**config.mk**
```make
export PLATFORM = sky130hd
export DESIGN_NAME = rtks_cell
export DESIGN_NICKNAME = d
export VERILOG_FILES = /design/src/design/rtks_pkg.sv /design/src/design/rtks_cell.sv
export SDC_FILE = /design/constraint.sdc
export NUM_CORES = 1
export LEC_CHECK = 0
export BUFFER_PORTS_ARGS = -buffer_cell sky130_fd_sc_hd__buf_2
export CAP_MARGIN = 25
export CORE_AREA = 8 8 74 76
export DETAILED_ROUTE_END_ITERATION = 8
export DIE_AREA = 0 0 82 84
export PLACE_DENSITY = 0.83
export REMOVE_ABC_BUFFERS = 1
export SLEW_MARGIN = 20
export SYNTH_ARGS = -nofsm -noshare
export SYNTH_HDL_FRONTEND = slang
export SYNTH_SLANG_ARGS = --single-unit
```
**constraint.sdc**
```tcl
create_clock -name aclk -period 5.5 [get_ports aclk]
set_input_delay 1.1 -clock aclk [delete_from_list [all_inputs] [get_ports aclk]]
set_output_delay 1.1 -clock aclk [all_outputs]
set_load 0.02 [all_outputs]
```
**src/design/rtks_pkg.sv**
```systemverilog
// Shared constants and types for the row top-k sparsify/normalize block.
`default_nettype none

package rtks_pkg;

    localparam int MAX_ROW_LENGTH = 1024;
    localparam int MAX_KEPT       = 64;

    localparam int VALUE_W  = 16;
    localparam int COL_W    = 10;
    localparam int CNT_W    = 7;
    localparam int SUM_W    = 22;
    localparam int REM_W    = SUM_W + 1;
    localparam int COLCNT_W = $clog2(MAX_ROW_LENGTH) + 1;
    localparam int KIDX_W   = (MAX_KEPT > 1) ? $clog2(MAX_KEPT) : 1;
    localparam int STEP_W   = $clog2(VALUE_W);

    localparam logic [CNT_W-1:0] TOP_COUNT_RESET = CNT_W'(20);

    // cell operations
    localparam logic [1:0] CELL_HOLD       = 2'd0;
    localparam logic [1:0] CELL_INSERT     = 2'd1;
    localparam logic [1:0] CELL_TAKE_RIGHT = 2'd2;

    typedef struct packed {
        logic [1:0] op;
        logic       ins_en;
    } cell_ctrl_t;

endpackage

`default_nettype wire

```
**src/design/rtks_cell.sv**
```systemverilog
// One cell of the sorted insertion chain: holds one kept value and its column.
`default_nettype none

module rtks_cell
    import rtks_pkg::*;
(
    input  wire logic               aclk,
    input  wire logic               aresetn,
    input  wire cell_ctrl_t         ctrl,
    input  wire logic [VALUE_W-1:0] sample_value,
    input  wire logic [COL_W-1:0]   sample_col,
    input  wire logic               in_range,
    input  wire logic               left_gt,
    input  wire logic [VALUE_W-1:0] left_value,
    input  wire logic [COL_W-1:0]   left_col,
    input  wire logic               left_valid,
    input  wire logic [VALUE_W-1:0] right_value,
    input  wire logic [COL_W-1:0]   right_col,
    input  wire logic               right_valid,
    output logic [VALUE_W-1:0]      value,
    output logic [COL_W-1:0]        col,
    output logic                    valid,
    output logic                    gt
);

    logic [VALUE_W-1:0] value_reg, value_next;
    logic [COL_W-1:0]   col_reg, col_next;
    logic               valid_reg, valid_next;

    // strict compare: an equal sample lands after the earlier column
    assign gt = ctrl.ins_en && in_range && (!valid_reg || (sample_value > value_reg));

    always_comb begin
        value_next = value_reg;
        col_next   = col_reg;
        valid_next = valid_reg;
        case (ctrl.op)
            CELL_INSERT: begin
                if (!in_range) begin
                    valid_next = 1'b0;
                end else if (left_gt) begin
                    value_next = left_value;
                    col_next   = left_col;
                    valid_next = left_valid;
                end else if (gt) begin
                    value_next = sample_value;
                    col_next   = sample_col;
                    valid_next = 1'b1;
                end
            end
            CELL_TAKE_RIGHT: begin
                value_next = right_value;
                col_next   = right_col;
                valid_next = right_valid;
            end
            default: begin
            end
        endcase
    end

    always_ff @(posedge aclk) begin
        value_reg <= value_next;
        col_reg   <= col_next;
        if (!aresetn) begin
            valid_reg <= 1'b0;
        end else begin
            valid_reg <= valid_next;
        end
    end

    assign value = value_reg;
    assign col   = col_reg;
    assign valid = valid_reg;

endmodule

`default_nettype wire

```
=== Yosys cells after proc, flatten, opt, wreduce, memory -nomap -nowiden ===
Index checks and enable logic that the tools add are counted.

* Register bits after elaboration: 27
* Latch bits: 0
* RAM bits: 0
* Bits in read-only memories: 0
* Input port bits: 87
* Output and inout port bits: 28
* Logic and storage cells: 28
* Memories: 0

* Add/subtract/negate cells: 0
* Multipliers: 0
* Div/mod/pow operators: 0
* $lt $le $gt $ge: 1
* Equality and inequality tests: 5
* Shift operators: 0
* Mux-type cells: 12
* Bitwise operators: 0
* Reduce and logical (&&, ||, !) cells: 7

{| class="wikitable"
|+ Operator list
! kind !! number
|-
| $mux 16 || 3
|-
| $pmux 16 s2 || 1
|-
| $mux 10 || 3
|-
| $pmux 10 s2 || 1
|-
| $gt 16x16->1 || 1
|-
| $ne 4x4->1 const B || 1
|-
| $mux 1 || 3
|-
| $ne 3x3->1 const B || 1
|-
| $reduce_and 3->1 || 1
|-
| $eq 2x1->1 const B || 1
|-
| $eq 2x2->1 const B || 1
|-
| $logic_and 1x1->1 || 2
|-
| $ne 2x2->1 const B || 1
|-
| $pmux 1 s2 || 1
|-
| $reduce_and 2->1 || 1
|-
| $reduce_bool 2->1 || 1
|-
| $logic_not 1->1 || 1
|-
| $logic_or 1x1->1 || 1
|}

=== Longest topological paths before layout ===
* Depth after elaboration: 7
* Mapped depth: 8
* Depth with buffers taken out: 8

=== Worst setup path after synthesis ===
No wires, ideal clock.

* Path kind: input -> register
* From: input sample_value[15]
* To: register col_reg[0] (netlist: col[0]), enable pin
* Setup time: 0.419 ns
* Arrival time: 3.572 ns
* Required time: 5.081 ns
* Path slack: 1.509 ns
* Stages: 7
* Buffers on the path: 0
* Cells stage by stage: ha_1 > nand4_2 > nor4_2 > a21boi_1 > or4_4 > a21oi_1 > o22ai_1

* Cells in the longest elaborated chain, start to end: 5

{| class="wikitable"
|+ Ends and longest elaborated chain
! element !! RTL line !! text
|-
| start, declared || rtks_cell.sv:10 || <nowiki>input wire logic [VALUE_W-1:0] sample_value,</nowiki>
|-
| $gt 16x16->1 || rtks_cell.sv:31 || <nowiki>assign gt = ctrl.ins_en && in_range && (!valid_reg || (sample_value > value_reg));</nowiki>
|-
| $logic_or 1x1->1 || rtks_cell.sv:31 ||
|-
| $logic_and 1x1->1 || rtks_cell.sv:31 ||
|-
| $ne 3x3->1 (no line) || - ||
|-
| $reduce_and 3->1 (no line) || - ||
|-
| end signal, assigned || rtks_cell.sv:63 || <nowiki>col_reg <= col_next;</nowiki>
|-
| end, declared || rtks_cell.sv:27 || <nowiki>logic [COL_W-1:0] col_reg, col_next;</nowiki>
|}

No other way between the ends.
A chain may end at the register's enable or synchronous reset.

=== Final worst setup path ===
* From: input sample_value[15]
* To: output gt

* Cells in the longest elaborated chain, start to end: 3

{| class="wikitable"
|+ Ends and longest elaborated chain
! element !! RTL line !! text
|-
| $gt 16x16->1 || rtks_cell.sv:31 ||
|-
| $logic_or 1x1->1 || rtks_cell.sv:31 ||
|-
| $logic_and 1x1->1 || rtks_cell.sv:31 ||
|-
| end, declared || rtks_cell.sv:23 || <nowiki>output logic gt</nowiki>
|}

No other way between the ends.

==> results by stage <==
Logic synthesis:
- The fraction of synthesized cell area taken by the top area cell type is 41.3%.
- The most used flip-flop cell after synthesis is sky130_fd_sc_hd__edfxtp_1.
- The number of flops mapped to enable cells by yosys is 26.
- Sequential cells were found to cover 42.3% of the synthesized design area.
- The synthesized netlist contains 29 unique library cells.
- The commonest cells after synthesis are 34 x sky130_fd_sc_hd__nand2_1, 28 x sky130_fd_sc_hd__o21ai_0, 27 x sky130_fd_sc_hd__mux2i_1.
- In the post-synthesis netlist, the biggest area contributors are sky130_fd_sc_hd__edfxtp_1 41%, sky130_fd_sc_hd__mux2i_1 14%, sky130_fd_sc_hd__ha_1 12%, sky130_fd_sc_hd__o21ai_0 7.4%, sky130_fd_sc_hd__nand2_1 6.7%.
- Of all cell types, the one taking the most synthesized area is sky130_fd_sc_hd__edfxtp_1.
- The register bit total from synthesis is 27.
- The cell count after synthesis is 190.
- The most common cell in the netlist is sky130_fd_sc_hd__nand2_1.
- After synthesis, the share of flip-flops with an asynchronous set or reset is 0%.
- The synthesized netlist occupies a cell area of 1890 sq um.
- A synthesized cell averages 9.96 sq um.
- The number of synthesis warnings is 0.

Clock tree:
- The count of instances resized after the clock tree is built is 0.
- The clock tree root driver cell is sky130_fd_sc_hd__clkbuf_8.
- TritonCTS built the clock tree.
- Buffers added to address setup during post-CTS repair amount to 0.
- The cts-stage hold buffer count is 0.
- The number of buffers on the longest clock path is 2.
- The clock insertion delay at the later pin of the skew report is 0.28 ns.
- The deepest level of the CTS H-tree is 1.
- Counting every sink on the clock net gives 27.
- The total CTS buffers is 3.
- The clock input transition at the sequential cells of the worst setup and hold paths is 0.09 ns.

Power:
- The leakage component of the power is 1.29 nW.
- The total power density per cell area is 198 nW/um^2.
- IR analysis of the VDD net gives a maximum drop of 0.0988 mV.

Critical path:
- The element type at the critical path start is an input port.
- The data arrival time of the worst path is 2.79 ns.
- In this run the worst path has a maximum fanout of 4.
- The worst setup path is of the in2out kind.
- On the worst path, the slowest cell contributes a delay of 0.56 ns.
- The required arrival time at the worst endpoint is 4.40 ns.
- The category of cells accounting for the largest share of critical-path delay is simple AND/OR/NAND/NOR gates.
- On the critical path, the stage with the largest delay is an instance of sky130_fd_sc_hd__or4_4.
- STA classifies the critical path endpoint as an output port.
- The most frequent cell on the critical path is sky130_fd_sc_hd__buf_2.
- The signal on the critical path passes through buf_2 > ha_1 > nand4_2 > nor4_2 > a21boi_1 > or4_4 > and2_2 > buf_2.
- The sum of buffers and inverters on the critical path is 2.

Floorplan:
- The die is 82 microns wide.
- The core box area is 4260 sq um.
- The floorplan step defined a die boundary enclosing 6890 sq um.
- From bottom edge to top edge, the die measures 84 microns.
- In this run the count of I/O pins placed on the die edge is 115.
- The row count is 24.
- Once the floorplan was initialized, standard cells occupied 44.4% of the core.

STA:
- The final number of setup-violating endpoints is 0.
- Final hold analysis gives a worst-case slack of 0.520 ns.
- The number of pins with negative max-slew slack in the final report is 0.
- The worst pin sits at a relative slew slack of 41.2%.
- The share of the clock period used by the worst path is 70.8%.
- On the final layout, the worst clock skew is 0.00662 ns.
- The aggregate negative setup slack is 0 ns.
- The clock period could shrink to 3.89 ns.
- The slew at the pin closest to its max-slew limit is 0.881 ns.
- The final hold violation count came to 0.
- The maximum achievable frequency is 0.257 GHz.
- Setup repair after global routing left no endpoint under its margin.

Layout:
- The growth of design area from synthesis to finish is 34.9%.
- In the final layout, the share of cells above drive strength 1 is 42.3%.
- The number of flip-flops in the largest register is 16.
- The count of nets after finishing is 406.
- The number of diodes is 0.

Route:
- The final route contains 1736 vias.
- After detailed routing, the number of vias per cell comes to 4.93.
- The first detailed-routing pass took 4 iterations.
- The DRC violation total after the first TritonRoute iteration is 62.
- The remaining antenna violation count is 0.
- Wires add up to 5190 microns.
- The detailed-route wire length per cell is 14.7 microns.
- The remaining routing DRC violations is 0.

Job:
- Max-cap violations in this run came to 0.

Global routing:
- The number of antenna violations at the first check in global routing is 0.
- Entering global routing, the biggest net connects 56 pins.
- The total overflow left after global routing is 0.
- The met2 usage is 27.8%.
- Global routing consumed, on the met1 layer, 15.7% of the routing resources.
- The global-route layer with the greatest usage is met2.
- For met3 alone, demand over resource in global routing was 4.85%.
- The number of global-route vias before repair was 2007.
- The first global-routing pass estimated 8480 microns of wire.
- The total global-route track usage is 15.4%.

Status:
- The run finished with clean final reports.

Worst hold path:
- The worst min-delay path category is reg2reg.

Place:
- The final RePlAce weighted congestion is 0.749.
- The post-detailed-placement half-perimeter wirelength is 4210 microns.
- The port buffer count is 114.
-- cell type report --
| cell class | instances | area (sq um) |
|---|---|---|
| clock buffers | 4 | 45.0 |
| fillers | 370 | 1710 |
| inverters | 22 | 82.6 |
| multi-input cells | 132 | 980 |
| flip-flops and latches | 27 | 801 |
| well taps | 52 | 65.1 |
| repair buffers | 115 | 578 |
-- path summary, 6_finish.rpt --
check / to / from / slack (ns) / cells past startpoint
worst max-delay path: gt / sample_value[15] / 1.61 / 8
worst min-delay path: valid / valid / 0.52 / 2
worst max register to register: value[14] / value[15] / 2.97 / 8
worst min register to register: valid / valid / 0.52 / 2
-- power by group --
part / leakage [nW] / internal [mW] / switching, mW
clock network: 0.0228 / 0.0521 / 0.0645
logic: 1.01 / 0.0620 / 0.0772
registers: 0.254 / 0.244 / 0.00502
total: 1.29 / 0.358 / 0.147
-- per-stage QoR --
step | std cells | power, mW | cell area, sq um | setup WS (ns) | utilization, %
4_1_cts | 352 | 0.513 | 2550 | 1.60 | 59.8
2_1_floorplan | 181 | 0.329 | 1850 | 1.51 | -
3_3_place_gp | 348 | 0.389 | 2510 | 1.64 | 58.8
6_report | 352 | 0.505 | 2550 | 1.61 | 59.8
5_1_grt | 352 | 0.538 | 2550 | 1.53 | 59.8
3_5_place_dp | 348 | 0.395 | 2510 | 1.60 | 58.8
-- cells in the final DEF, fill, tap and decap left out --
master and instances:
sky130_fd_sc_hd__nand4_2 1, sky130_fd_sc_hd__nand2_1 34, sky130_fd_sc_hd__o221ai_1 1, sky130_fd_sc_hd__a31oi_1 1
sky130_fd_sc_hd__dfxtp_1 1, sky130_fd_sc_hd__a21oi_1 6, sky130_fd_sc_hd__nor3_1 1, sky130_fd_sc_hd__o21ai_0 28
sky130_fd_sc_hd__a21o_1 1, sky130_fd_sc_hd__inv_1 22, sky130_fd_sc_hd__and4_1 1, sky130_fd_sc_hd__buf_4 1
sky130_fd_sc_hd__o211ai_2 1, sky130_fd_sc_hd__clkbuf_1 1, sky130_fd_sc_hd__a211oi_1 1, sky130_fd_sc_hd__or3_4 1
sky130_fd_sc_hd__clkbuf_8 3, sky130_fd_sc_hd__a21boi_1 1, sky130_fd_sc_hd__mux2i_1 27, sky130_fd_sc_hd__ha_2 1
sky130_fd_sc_hd__nor2b_1 1, sky130_fd_sc_hd__nand3_1 1, sky130_fd_sc_hd__nand4_1 1, sky130_fd_sc_hd__o22ai_2 1
sky130_fd_sc_hd__and2_2 1, sky130_fd_sc_hd__buf_2 114, sky130_fd_sc_hd__nor4_2 1, sky130_fd_sc_hd__edfxtp_1 26
sky130_fd_sc_hd__o311ai_4 1, sky130_fd_sc_hd__ha_1 17, sky130_fd_sc_hd__or4_4 1, sky130_fd_sc_hd__a2111oi_0 1
-- worst reg2reg max path, stage by stage (launching register included) --
cell and delay [ns]:
sky130_fd_sc_hd__edfxtp_1 0.36, sky130_fd_sc_hd__inv_1 0.05, sky130_fd_sc_hd__ha_1 0.32, sky130_fd_sc_hd__nand4_2 0.17
sky130_fd_sc_hd__a2111oi_0 0.48, sky130_fd_sc_hd__or4_4 0.24, sky130_fd_sc_hd__a21oi_1 0.07, sky130_fd_sc_hd__o22ai_2 0.15
sky130_fd_sc_hd__buf_4 0.35
-- cells by family (layout without fill, tap and decap cells) --
| family | after synthesis | count (layout) | share of synthesized area (%) |
|---|---|---|---|
| muxes | 27 | 27 | 14.3 |
| AOI/OAI and AO/OA | 43 | 43 | 13.8 |
| and+or+nand+nor | 44 | 44 | 11.3 |
| DFF | 27 | 27 | 42.3 |
| buffers and inverters | 31 | 141 | 6.35 |
| adders and majority gates | 18 | 18 | 11.9 |
-- metal layers --
layer | share of wire, % | vias to the layer above
met3 | 10 | 7
met2 | 50 | 69
met5 | 0 | -
met1 | 38 | 762
li1 | - | 898
met4 | 1.7 | 0
(Power assumes the default switching activity.)
