<file path="config.mk">
export PLATFORM = sky130hd
export DESIGN_NAME = rtks_div
export DESIGN_NICKNAME = d
export VERILOG_FILES = /design/src/design/rtks_pkg.sv /design/src/design/rtks_div.sv
export SDC_FILE = /design/constraint.sdc
export NUM_CORES = 1
export LEC_CHECK = 0
export BUFFER_PORTS_ARGS = -buffer_cell sky130_fd_sc_hd__clkbuf_2
export CORE_ASPECT_RATIO = 0.75
export CORE_MARGIN = 2
export CORE_UTILIZATION = 53
export CTS_CLUSTER_SIZE = 12
export DETAILED_ROUTE_END_ITERATION = 16
export GPL_ROUTABILITY_DRIVEN = 0
export GPL_TIMING_DRIVEN = 0
export PLACE_DENSITY = 0.77
export SYNTH_ARGS = -nofsm -noshare
export SYNTH_HDL_FRONTEND = slang
export SYNTH_SLANG_ARGS = --single-unit
</file>
<file path="constraint.sdc">
create_clock -name aclk -period 2.91 [get_ports aclk]
set_clock_uncertainty 0.15 [all_clocks]
set_input_delay 0.291 -clock aclk [delete_from_list [all_inputs] [get_ports aclk]]
set_output_delay 0.291 -clock aclk [all_outputs]
set_load 0.02 [all_outputs]
</file>
<file path="src/design/rtks_pkg.sv">
// Shared constants and types for the row top-k sparsify/normalize block.
`default_nettype none

package rtks_pkg;

    localparam int MAX_ROW_LENGTH = 1024;
    localparam int MAX_KEPT       = 64;

    localparam int VALUE_W  = 16;
    localparam int COL_W    = 10;
    localparam int CNT_W    = 7;
    localparam int SUM_W    = 22;
    localparam int REM_W    = SUM_W + 1;
    localparam int COLCNT_W = $clog2(MAX_ROW_LENGTH) + 1;
    localparam int KIDX_W   = (MAX_KEPT > 1) ? $clog2(MAX_KEPT) : 1;
    localparam int STEP_W   = $clog2(VALUE_W);

    localparam logic [CNT_W-1:0] TOP_COUNT_RESET = CNT_W'(20);

    // cell operations
    localparam logic [1:0] CELL_HOLD       = 2'd0;
    localparam logic [1:0] CELL_INSERT     = 2'd1;
    localparam logic [1:0] CELL_TAKE_RIGHT = 2'd2;

    typedef struct packed {
        logic [1:0] op;
        logic       ins_en;
    } cell_ctrl_t;

endpackage

`default_nettype wire

</file>
<file path="src/design/rtks_div.sv">
// Bit-serial restoring divider for value * 2^16 / sum, saturating at 1.0.
`default_nettype none

module rtks_div
    import rtks_pkg::*;
(
    input  wire logic               aclk,
    input  wire logic               aresetn,
    input  wire logic               start,
    input  wire logic [VALUE_W-1:0] dividend,
    input  wire logic [SUM_W-1:0]   divisor,
    output logic                    done,
    output logic [VALUE_W-1:0]      quotient
);

    logic               busy_reg, busy_next;
    logic               done_reg, done_next;
    logic [STEP_W-1:0]  step_reg, step_next;
    logic [REM_W-1:0]   rem_reg, rem_next;
    logic [VALUE_W-1:0] quo_reg, quo_next;
    logic [SUM_W-1:0]   dsr_reg, dsr_next;
    logic [REM_W-1:0]   rem_shl;
    logic               ge;

    assign rem_shl = {rem_reg[REM_W-2:0], 1'b0};
    assign ge      = rem_shl >= {1'b0, dsr_reg};

    always_comb begin
        busy_next = busy_reg;
        done_next = 1'b0;
        step_next = step_reg;
        rem_next  = rem_reg;
        quo_next  = quo_reg;
        dsr_next  = dsr_reg;
        if (start) begin
            dsr_next = divisor;
            if (divisor == '0) begin
                quo_next  = '0;
                done_next = 1'b1;
            end else if (SUM_W'(dividend) == divisor) begin
                // weight of exactly 1.0 saturates
                quo_next  = '1;
                done_next = 1'b1;
            end else begin
                rem_next  = REM_W'(dividend);
                quo_next  = '0;
                step_next = STEP_W'(VALUE_W - 1);
                busy_next = 1'b1;
            end
        end else if (busy_reg) begin
            rem_next = ge ? (rem_shl - REM_W'(dsr_reg)) : rem_shl;
            quo_next = {quo_reg[VALUE_W-2:0], ge};
            if (step_reg == '0) begin
                busy_next = 1'b0;
                done_next = 1'b1;
            end else begin
                step_next = step_reg - STEP_W'(1);
            end
        end
    end

    always_ff @(posedge aclk) begin
        step_reg <= step_next;
        rem_reg  <= rem_next;
        quo_reg  <= quo_next;
        dsr_reg  <= dsr_next;
        if (!aresetn) begin
            busy_reg <= 1'b0;
            done_reg <= 1'b0;
        end else begin
            busy_reg <= busy_next;
            done_reg <= done_next;
        end
    end

    assign done     = done_reg;
    assign quotient = quo_reg;

endmodule

`default_nettype wire

</file>
# ---- Yosys cells after proc, flatten, opt, wreduce, memory -nomap -nowiden
# Cells that the tools add are included.
dict set report totals {
  input_bits 41
  reg_bits 66
}
dict set report classes {
  order_cmp 1
  n_mux 24
  eq_ne 4
  n_reduce_logical 6
  addsub 2
}
# cell count
set op_table {}
lappend op_table {{two-way mux 22 bit} 5}
lappend op_table {{two-way mux 16 bit} 4}
lappend op_table {{>= comparator 23 x 22 -> 1 bit} 1}
lappend op_table {{== test 16 x 22 -> 1 bit} 1}
lappend op_table {{zero test 22 bit} 1}
lappend op_table {{subtractor 22 bit} 1}
lappend op_table {{two-way mux 4 bit} 5}
lappend op_table {{two-way mux 1 bit} 10}
lappend op_table {{!= test 2 bit, second input constant} 3}
lappend op_table {{zero test 4 bit} 1}
lappend op_table {{AND reduction 4 bit} 1}
lappend op_table {{subtractor 4 x 1 -> 4 bit, second input constant} 1}
lappend op_table {{AND reduction 3 bit} 1}
lappend op_table {{AND reduction 2 bit} 1}
lappend op_table {{nonzero test 2 bit} 1}

# ---- Longest topological paths before layout
# Gate-level depths: netlist of run 1.
dict set report depth {
  word_depth 4
  mapped_depth 12
}

# ---- Worst setup path before layout of run 1
# OpenSTA, ideal clock, no wires.
dict set report synth_path {
  path_kind {register to register}
  from {register rem_reg[13]}
  to {register rem_reg[3] (data pin)}
  setup_slack_ns 0.032
  path_buffers 3
  path_stages_with_launch 12
  setup_time_ns 0.259
  arrival_time_ns 2.469
  cell_sequence {edfxtp_1 > ha_1 > clkbuf_2 > a21o_1 > a211o_1 > a22o_1 > a31oi_1 > o21ba_1 > clkbuf_2 > buf_2 > nor3_1 > a211o_1}
}
dict set report synth_via {
  elab_chain_cells 4
}
# element line_no
set synth_rtl {}
lappend synth_rtl {{start, declared} rtks_div.sv:19} ;# logic [REM_W-1:0] rem_reg, rem_next;
lappend synth_rtl {{start signal, assigned} rtks_div.sv:64} ;# rem_reg <= rem_next;
lappend synth_rtl {{>= comparator 23 x 22 -> 1 bit} rtks_div.sv:26} ;# assign ge = rem_shl >= {1'b0, dsr_reg};
lappend synth_rtl {{two-way mux 22 bit} rtks_div.sv:51} ;# rem_next = ge ? (rem_shl - REM_W'(dsr_reg)) : rem_shl;
lappend synth_rtl {{two-way mux 22 bit} rtks_div.sv:50} ;# end else if (busy_reg) begin
lappend synth_rtl {{two-way mux 22 bit} rtks_div.sv:35} ;# if (start) begin
lappend synth_rtl {{via rem_next[3]} rtks_div.sv:19}
# The timed path passes the listed nets, and every way through them passes these cells. The select of a mux whose other input is x is not followed.
# A chain may end at the register's enable or synchronous reset.

# ---- Worst setup path after layout of run 1
dict set report layout_path {
  from {register dsr_reg[1]}
  to {register rem_reg[14] (data pin)}
}
dict set report layout_via {
  elab_chain_cells 4
  word_cells_on_any_way 5
  classes_between {add/sub: 1; order compare: 1; mux: 3}
}
# element line_no
set layout_rtl {}
lappend layout_rtl {{start, declared} rtks_div.sv:21} ;# logic [SUM_W-1:0] dsr_reg, dsr_next;
lappend layout_rtl {{start signal, assigned} rtks_div.sv:66} ;# dsr_reg <= dsr_next;
lappend layout_rtl {{subtractor 22 bit or >= comparator 23 x 22 -> 1 bit (tied branches)} {rtks_div.sv:51, rtks_div.sv:26}}
lappend layout_rtl {{two-way mux 22 bit *} rtks_div.sv:51}
lappend layout_rtl {{two-way mux 22 bit *} rtks_div.sv:50}
lappend layout_rtl {{two-way mux 22 bit *} rtks_div.sv:35}
lappend layout_rtl {{via rem_next[14]} rtks_div.sv:19}
# The timed path passes the listed nets; every way through them passes the cells marked *. The select of a mux whose other input is x is not followed.

==> results of run 1 <==
-- through the flow --
step,hold slack (ps),power [W],worst slack (ps),utilization
after global placement,317,0.00320,-631,0.602
after floorplan,240,0.00279,31.7,-
after CTS,0.925,0.00415,-11.3,0.654
final,14.7,0.00447,-137,0.679
after detailed placement,326,0.00327,-763,0.602
after global routing,3.54,0.00471,-190,0.679
-- final timing paths --
check	slack, ps	to	cells past startpoint	startpoint
worst min-delay path	10	dsr_reg[14]	1	divisor[14]
worst max register to register	-140	rem_reg[14]	11	dsr_reg[1]
worst min register to register	350	done	2	busy_reg
worst max-delay path	-140	rem_reg[14]	11	dsr_reg[1]
-- layer usage --
layer	track usage	up-vias	part of all wire
met4	0.0744	0	0.013
li1	-	1800	-
met2	0.437	198	0.48
met5	0	-	0
met1	0.354	1856	0.42
met3	0.0832	18	0.092
-- synthesized netlist by cell type (3+ instances only) --
library cell | count | area share
sky130_fd_sc_hd__o311ai_1 | 7 | 0.014
sky130_fd_sc_hd__nor2b_1 | 8 | 0.012
sky130_fd_sc_hd__a211oi_1 | 4 | 0.0069
sky130_fd_sc_hd__ha_1 | 23 | 0.066
sky130_fd_sc_hd__o31a_1 | 3 | 0.0060
sky130_fd_sc_hd__nand2b_1 | 7 | 0.010
sky130_fd_sc_hd__o21ai_0 | 32 | 0.037
sky130_fd_sc_hd__clkbuf_1 | 13 | 0.011
sky130_fd_sc_hd__nor4_1 | 9 | 0.013
sky130_fd_sc_hd__o21a_1 | 3 | 0.0052
sky130_fd_sc_hd__inv_1 | 50 | 0.043
sky130_fd_sc_hd__nand4_1 | 6 | 0.0086
sky130_fd_sc_hd__nand2_1 | 31 | 0.027
sky130_fd_sc_hd__nand3b_1 | 9 | 0.016
sky130_fd_sc_hd__edfxtp_1 | 64 | 0.44
sky130_fd_sc_hd__nor2_1 | 19 | 0.016
sky130_fd_sc_hd__a21o_1 | 6 | 0.010
sky130_fd_sc_hd__nor3_1 | 10 | 0.012
sky130_fd_sc_hd__xor2_1 | 18 | 0.036
sky130_fd_sc_hd__or3_1 | 4 | 0.0058
sky130_fd_sc_hd__o31ai_1 | 7 | 0.012
sky130_fd_sc_hd__xnor2_1 | 15 | 0.030
sky130_fd_sc_hd__a21oi_1 | 23 | 0.026
sky130_fd_sc_hd__buf_2 | 4 | 0.0046
sky130_fd_sc_hd__mux2i_1 | 5 | 0.012
sky130_fd_sc_hd__nand3_1 | 12 | 0.014
sky130_fd_sc_hd__a31oi_1 | 3 | 0.0043
-- area by class of cell --
| type | count | area (sq um) |
|---|---|---|
| Buffer | 18 | 118 |
| Clock buffer | 13 | 139 |
| Clock inverter | 3 | 40.0 |
| Fill cell | 624 | 2540 |
| Inverter | 50 | 188 |
| Multi-Input combinational cell | 307 | 2310 |
| Sequential cell | 66 | 1960 |
| Tap cell | 105 | 131 |
| Timing Repair Buffer | 77 | 490 |
-- logic make-up after synthesis --
group / count (synthesis) / share of synthesized area
buf+inv: 70 / 0.0630
mux: 7 / 0.0167
fa+ha+maj: 24 / 0.0708
xor+xnor: 33 / 0.0664
flops: 66 / 0.451
compound gates: 115 / 0.179
simple gates: 127 / 0.153
-- repair_timing --
item | 4_1_cts | 5_1_grt
hold buffers | 15 | 0
setup buffers | 1 | 3
pin swaps | 1 | 7
gates cloned | 0 | 2
gates resized for setup | 22 | 28
setup endpoints to repair | 27 | 32
endpoints found under the hold margin | 15 | 0
-- placed cells by master, fill, tap and decap left out, types with 7 or more instances in the layout --
cell type / n
sky130_fd_sc_hd__clkbuf_8: 9
sky130_fd_sc_hd__xnor2_1: 15
sky130_fd_sc_hd__nand3_1: 11
sky130_fd_sc_hd__ha_1: 16
sky130_fd_sc_hd__edfxtp_1: 64
sky130_fd_sc_hd__inv_1: 50
sky130_fd_sc_hd__nor4_1: 9
sky130_fd_sc_hd__o21ai_0: 30
sky130_fd_sc_hd__nor3_1: 8
sky130_fd_sc_hd__nand3b_1: 9
sky130_fd_sc_hd__nor2_1: 19
sky130_fd_sc_hd__nand2_1: 31
sky130_fd_sc_hd__xor2_1: 18
sky130_fd_sc_hd__nor2b_1: 8
sky130_fd_sc_hd__dlygate4sd3_1: 15
sky130_fd_sc_hd__a21oi_1: 21
sky130_fd_sc_hd__clkbuf_1: 15
sky130_fd_sc_hd__clkbuf_2: 58
sky130_fd_sc_hd__nand2b_1: 7
-- power groups by stage --
stage	Clock, W	Sequential, W	Combinational (W)
5_1_grt	0.000791	0.00139	0.00253
3_3_place_gp	0	0.00137	0.00183
2_1_floorplan	0	0.00138	0.00141
6_report	0.000748	0.00137	0.00235
4_1_cts	0.000755	0.00136	0.00203
3_5_place_dp	0	0.00138	0.00189
==> summary.md, run 1 <==
The cell type group with the largest total delay on the critical path is compound AO/OA/AOI/OAI gates. The endpoint required time on the critical path is 2840 ps, and the synthesized area divided by synthesized cell count is 9.84 sq um. The worst setup path is launched from a flip-flop. For the number of max-slew violations in the final report, the log shows 0. The detail route stage leaves a number of antenna-violating nets equal to 0.

The tools report the portion of total power attributed to the clock network as 0.167. Buffers placed on the I/O ports in this run total 57. For the number of antenna violations at the first check in global routing, the log shows 0.

The run gives 0.549 as the effective utilization at floorplan. The class of the most critical hold timing path was input port to flip-flop. The most used flip-flop cell after synthesis is sky130_fd_sc_hd__edfxtp_1. Synthesis produced a netlist whose cell count is 442.

TritonCTS built the clock tree. The number of placed instances, taps included, is 604. Static timing analysis puts the maximum clock frequency at 328 MHz. The worst setup slack after layout is -137 ps, and the setup TNS is -1610 ps. The logs give 3872 for the via count and 19 for the number of endpoints failing setup at the final stage. The peak fanout along the critical path works out to 10. The run gives 5 as the number of detailed-routing iterations run before antenna repair. Fraction of power spent switching nets: 0.401. The final reports fail on negative setup slack.

Once layout is done, the placed cells without fillers occupy 5370 sq um. Once layout is complete, the cells apart from fillers number 639. The critical path is of the flip-flop to flip-flop type. The wire length of the first global-routing pass is 17900 um, and the power dissipated by switching net loads is 0.00179 W. The number of buffers created by CTS came out at 9. Maximum clock path buffer count: 2.

Synthesis produced a netlist with a net count of 507. The sequential share of the synthesized area is 0.451, and the design internal power is 0.00267 W. The die width is 109 um. The arrival time of data at the critical path endpoint was 2980 ps; the total number of nets in the final design was 594. The number of buffer and inverter stages on the critical path works out to 2. For this block, the initial DRC count from the detailed router was 252. The run gives 3583 as the via count of the first global-routing pass. The fraction of layout cells with a size suffix above 1 is 0.212, and the hold violation count in the final report is 0. The vertical extent of the die came out at 82.5 um. The number of rows created at floorplan is 28. The tools report the detailed-route DRC error count as 0. The number of violations of the max-capacitance limit is 0, and the summed instance area of the synthesized netlist is 4350 sq um. In this run the static leakage power is 2.20 nW. In the routed layout, each cell is associated on average with a via count of 6.06. The post-CTS clock slew at the launch and capture registers of the worst setup and hold paths works out to 70 ps. The synthesized netlist contains 61 unique library cells. The tools report the number of ports placed on the die boundary as 58. The overall track demand over capacity in global routing came out at 0.270.

The shortest clock period the worst path allows after layout was 3050 ps; the area of the core was 7920 sq um. The logic gate share of total power was 0.526; the average detailed-routed wire length per instance was 18.8 um. The detailed-placement wirelength estimate was 8430 um; the slew at the pin closest to its max-slew limit was 781 ps. Traced cell by cell, the critical path runs through inv_1 > ha_4 > ha_4 > nand4_1 > or4_4 > a2bb2oi_2 > o31ai_4 > o21ba_4 > buf_6 > a22oi_2 > o31ai_1.

The fraction of synthesis flops using an asynchronous set or reset pin is 0, and the aggregate routed wire length is 12000 um. The synthesized design contains 66 register bits. The H-tree generated during clock tree synthesis spans 3 levels. The insertion delay to the later sink of the worst-skew pair came out at 360 ps. The flow ran to the end, but the final reports show violations. In this run, synthesis inferred 64 flip-flops with an integrated enable. The total grt overflow was 0; the max-slew headroom at the worst pin was 0.472.

The critical path capture point type is a flip-flop. The tools report the sequential share of power as 0.307. In this run the clock root is driven by a sky130_fd_sc_hd__clkbuf_8. VDD sags by at most 0.530 mV.

The number of inserted diodes is 0. The clock drives 66 sinks. Among the stages of the critical path, the cell type that occurs most often is sky130_fd_sc_hd__ha_4. The final worst-path cycle share is 1.05. For this run, the slowest stage of the critical path takes 550 ps.

Setup repair after global routing could not meet its margin everywhere. The post-synthesis to final-layout area growth came out at 23.5%. The post-place instance area is 4770 sq um. The ratio of total power to cell area was 831 nW/um^2. The pin count of the biggest net entering global routing came out at 26. For this run, the number of Yosys warnings is 0. The largest individual stage delay along the critical path comes from the cell sky130_fd_sc_hd__or4_4. The floorplan step defined a die boundary enclosing 8960 sq um.
Note: power is estimated with default switching activity, not from simulation.
==> run 2: changes to the inputs <==
- CORE_UTILIZATION: 53 -> 50
- HOLD_SLACK_MARGIN: not set -> 0.08
- PLACE_DENSITY: 0.77 -> 0.73
==> run 2 against run 1 <==
Against the previous run:
- the run still ends with negative setup slack left
- sequential share of layout area shrank 1.6 points
- non-clock buffer count is 12 higher
- cell area rose by 4.6%
- critical path type unchanged
- largest cell class unchanged
==> summary.md, run 2 (same netlist as run 1, synthesis figures left out) <==
The tools report the detailed-placement wirelength estimate as 8610 um (+2.1%). Setup TNS: -707 ps (+900 ps). The logs give 3 (unchanged) for the level count of the clock H-tree and 0.542 (+0.0702) for the max-slew headroom at the worst pin.

The kind of critical path is flip-flop to flip-flop. The logs give 9470 sq um (+5.7%) for the total die area and 15 (-4) for the number of endpoints failing setup at the final stage. The layout filler cell count is 643 (+3.0%), and the peak fanout along the critical path is 10 (unchanged).

The flow ran to the end, but the final reports show violations. The tools report the reported leakage power as 2.30 nW (+4.4%). The worst setup slack after layout was -80.8 ps (+56.7 ps); the power dissipated by switching net loads was 0.00187 W (+4.4%). The maximum clock path buffer count was 2 (unchanged). Number of DRC markers in iteration 0: 355 (+41%). The arrival time of data at the critical path endpoint was 3050 ps (+70 ps); the shortest clock period the worst path allows after layout was 2990 ps (-56.7 ps).

The number of buffers created by CTS is 9 (unchanged). The via count is 3974 (+2.6%), and the total grt overflow is 0 (unchanged). The slew at the pin closest to its max-slew limit is 687 ps (-94.3 ps). The logs give 0 (unchanged) for the hold violation count in the final report and 58 (unchanged) for the number of ports placed on the die boundary. The post-place instance area is 4770 sq um (about the same).

In the layout the commonest cells are sky130_fd_sc_hd__edfxtp_1 (64), sky130_fd_sc_hd__clkbuf_2 (58), sky130_fd_sc_hd__inv_1 (50). The final worst-path cycle share is 1.03 (-0.0195). The vertical extent of the die was 84.8 um (+2.8%); the fraction of layout cells with a size suffix above 1 was 0.234 (+0.0228). The area of the core came out at 8450 sq um (+6.8%). The run gives 18700 um (+4.8%) as the wire length of the first global-routing pass. The number of rows created at floorplan came out at 29 (+3.6%). Class of the most critical hold timing path: input port to flip-flop. The die width came out at 112 um (+2.8%). The pin count of the biggest net entering global routing came out at 26 (unchanged). The logic gate share of total power is 0.493 (-0.033), and the final non-filler cell area is 5620 sq um (+4.6%).

The highest clock frequency the design can meet is 334 MHz (+1.9%), and the post-synthesis to final-layout area growth is 29.2%. The effective utilization at floorplan is 0.515 (-0.0349), and the average detailed-routed wire length per instance is 19.2 um (+1.7%). Setup repair after global routing could not meet its margin everywhere.

The fraction of power spent switching nets works out to 0.386 (-0.0149). The number of inserted diodes is 0 (unchanged), and the final antenna-violating net count is 0 (unchanged). The run gives 66 (unchanged) as the TritonCTS sink count. Overall track demand over capacity in global routing: 0.254 (-0.0160). For the number of violations of the max-capacitance limit, the log shows 0 (unchanged). The tools report the sequential share of power as 0.283 (-0.024). The depth of the most critical reg-to-reg path came out at 10 (-1).

The worst-case setup slack after placement is -784 ps (-20.8 ps), and the peak ir drop on the vdd network is 0.694 mV (+31%). The checks that failed: negative setup slack. The run gives 340 ps (-20 ps) as the insertion delay to the later sink of the worst-skew pair.

The type of element launching the critical path is a flip-flop. STA classifies the critical path endpoint as a flip-flop. The aggregate routed wire length is 12500 um (+4.1%), and the number of max-slew violations in the final report is 0 (unchanged). The number of port buffers was 57 (unchanged); the post-CTS clock slew at the launch and capture registers of the worst setup and hold paths was 60 ps (about the same). The number of cells traversed by the worst hold path was 3 (+2); the total number of nets in the final design was 606 (+2.0%). Via count of the first global-routing pass: 3743 (+4.5%). TritonCTS built the clock tree. The number of detailed-routing iterations run before antenna repair is 5 (unchanged), and the number of antenna violations at the first check in global routing is 0 (unchanged).

The endpoint required time on the critical path was 2970 ps (+130 ps). For the detailed-route DRC error count, the log shows 0 (unchanged). The design internal power was 0.00297 W (+11%). The portion of total power attributed to the clock network was 0.224 (+0.057). The number of vias per cell after detailed routing is 6.08 (+0.28%).

CTS root buffer: sky130_fd_sc_hd__clkbuf_16. The library cell used most frequently in the layout, excluding fill and tap cells, is sky130_fd_sc_hd__edfxtp_1. Ratio of total power to cell area: 862 nW/um^2 (+3.7%).
-- run 2: critical path, stage by stage, from the launching register on --
cell and delay [ps]:
sky130_fd_sc_hd__edfxtp_1 400, sky130_fd_sc_hd__ha_1 320, sky130_fd_sc_hd__buf_6 110, sky130_fd_sc_hd__nand4_1 100, sky130_fd_sc_hd__or4_1 550, sky130_fd_sc_hd__a2bb2oi_1 150
sky130_fd_sc_hd__o31ai_2 270, sky130_fd_sc_hd__o21ba_4 240, sky130_fd_sc_hd__buf_4 210, sky130_fd_sc_hd__nor3_1 220, sky130_fd_sc_hd__a221o_1 150
-- run 2: area by class of cell --
| class | instances | area, sq um | share of cell area |
|---|---|---|---|
| timing repair buffer | 90 | 594 | 0.106 |
| tap | 108 | 135 | 0.0240 |
| clock inverter | 7 | 68.8 | 0.0122 |
| clock buffer | 9 | 225 | 0.0401 |
| sequential | 66 | 1960 | 0.349 |
| multi-input combinational | 307 | 2340 | 0.417 |
| buffer | 17 | 103 | 0.0183 |
| inverter | 50 | 188 | 0.0334 |
-- run 2: stage by stage --
step,utilization,hold slack [ps],std cells,power [W]
floorplan,-,240,442,0.00279
global placement,0.564,323,607,0.00321
detailed placement,0.564,339,607,0.00327
CTS,0.632,131,644,0.00446
global route,0.665,143,654,0.00508
finish,0.665,145,654,0.00484
-- run 2: repair_timing --
action	in CTS	in global routing
endpoints found under the setup margin	49	37
setup buffers	1	9
resized for setup	16	41
gates cloned	0	1
hold endpoints to repair	24	0
pin swaps	1	9
hold buffers	23	0
-- run 2: per-layer routing --
layer | track usage | wire length [um] | share of wire
met1 | 0.333 | 5270 | 0.42
met2 | 0.425 | 5990 | 0.48
met3 | 0.0606 | 1030 | 0.083
met4 | 0.0696 | 233 | 0.019
met5 | 0 | 0 | 0
-- run 2: worst paths after layout --
kind | start | end | slack [ps]
worst min register to register | busy_reg | done | 350
worst min-delay path | dividend[0] | rem_reg[0] | 150
worst max register to register | rem_reg[17] | rem_reg[13] | -80
worst max-delay path | rem_reg[17] | rem_reg[13] | -80
-- run 2: power by group through the flow --
stage                     combinational [W]  sequential (W)  clock, W
final                               0.00239         0.00137   0.00108
after detailed placement            0.00190         0.00138         0
after CTS                           0.00201         0.00136   0.00109
after global routing                0.00257         0.00139   0.00113
after global placement              0.00184         0.00137         0
after floorplan                     0.00141         0.00138         0
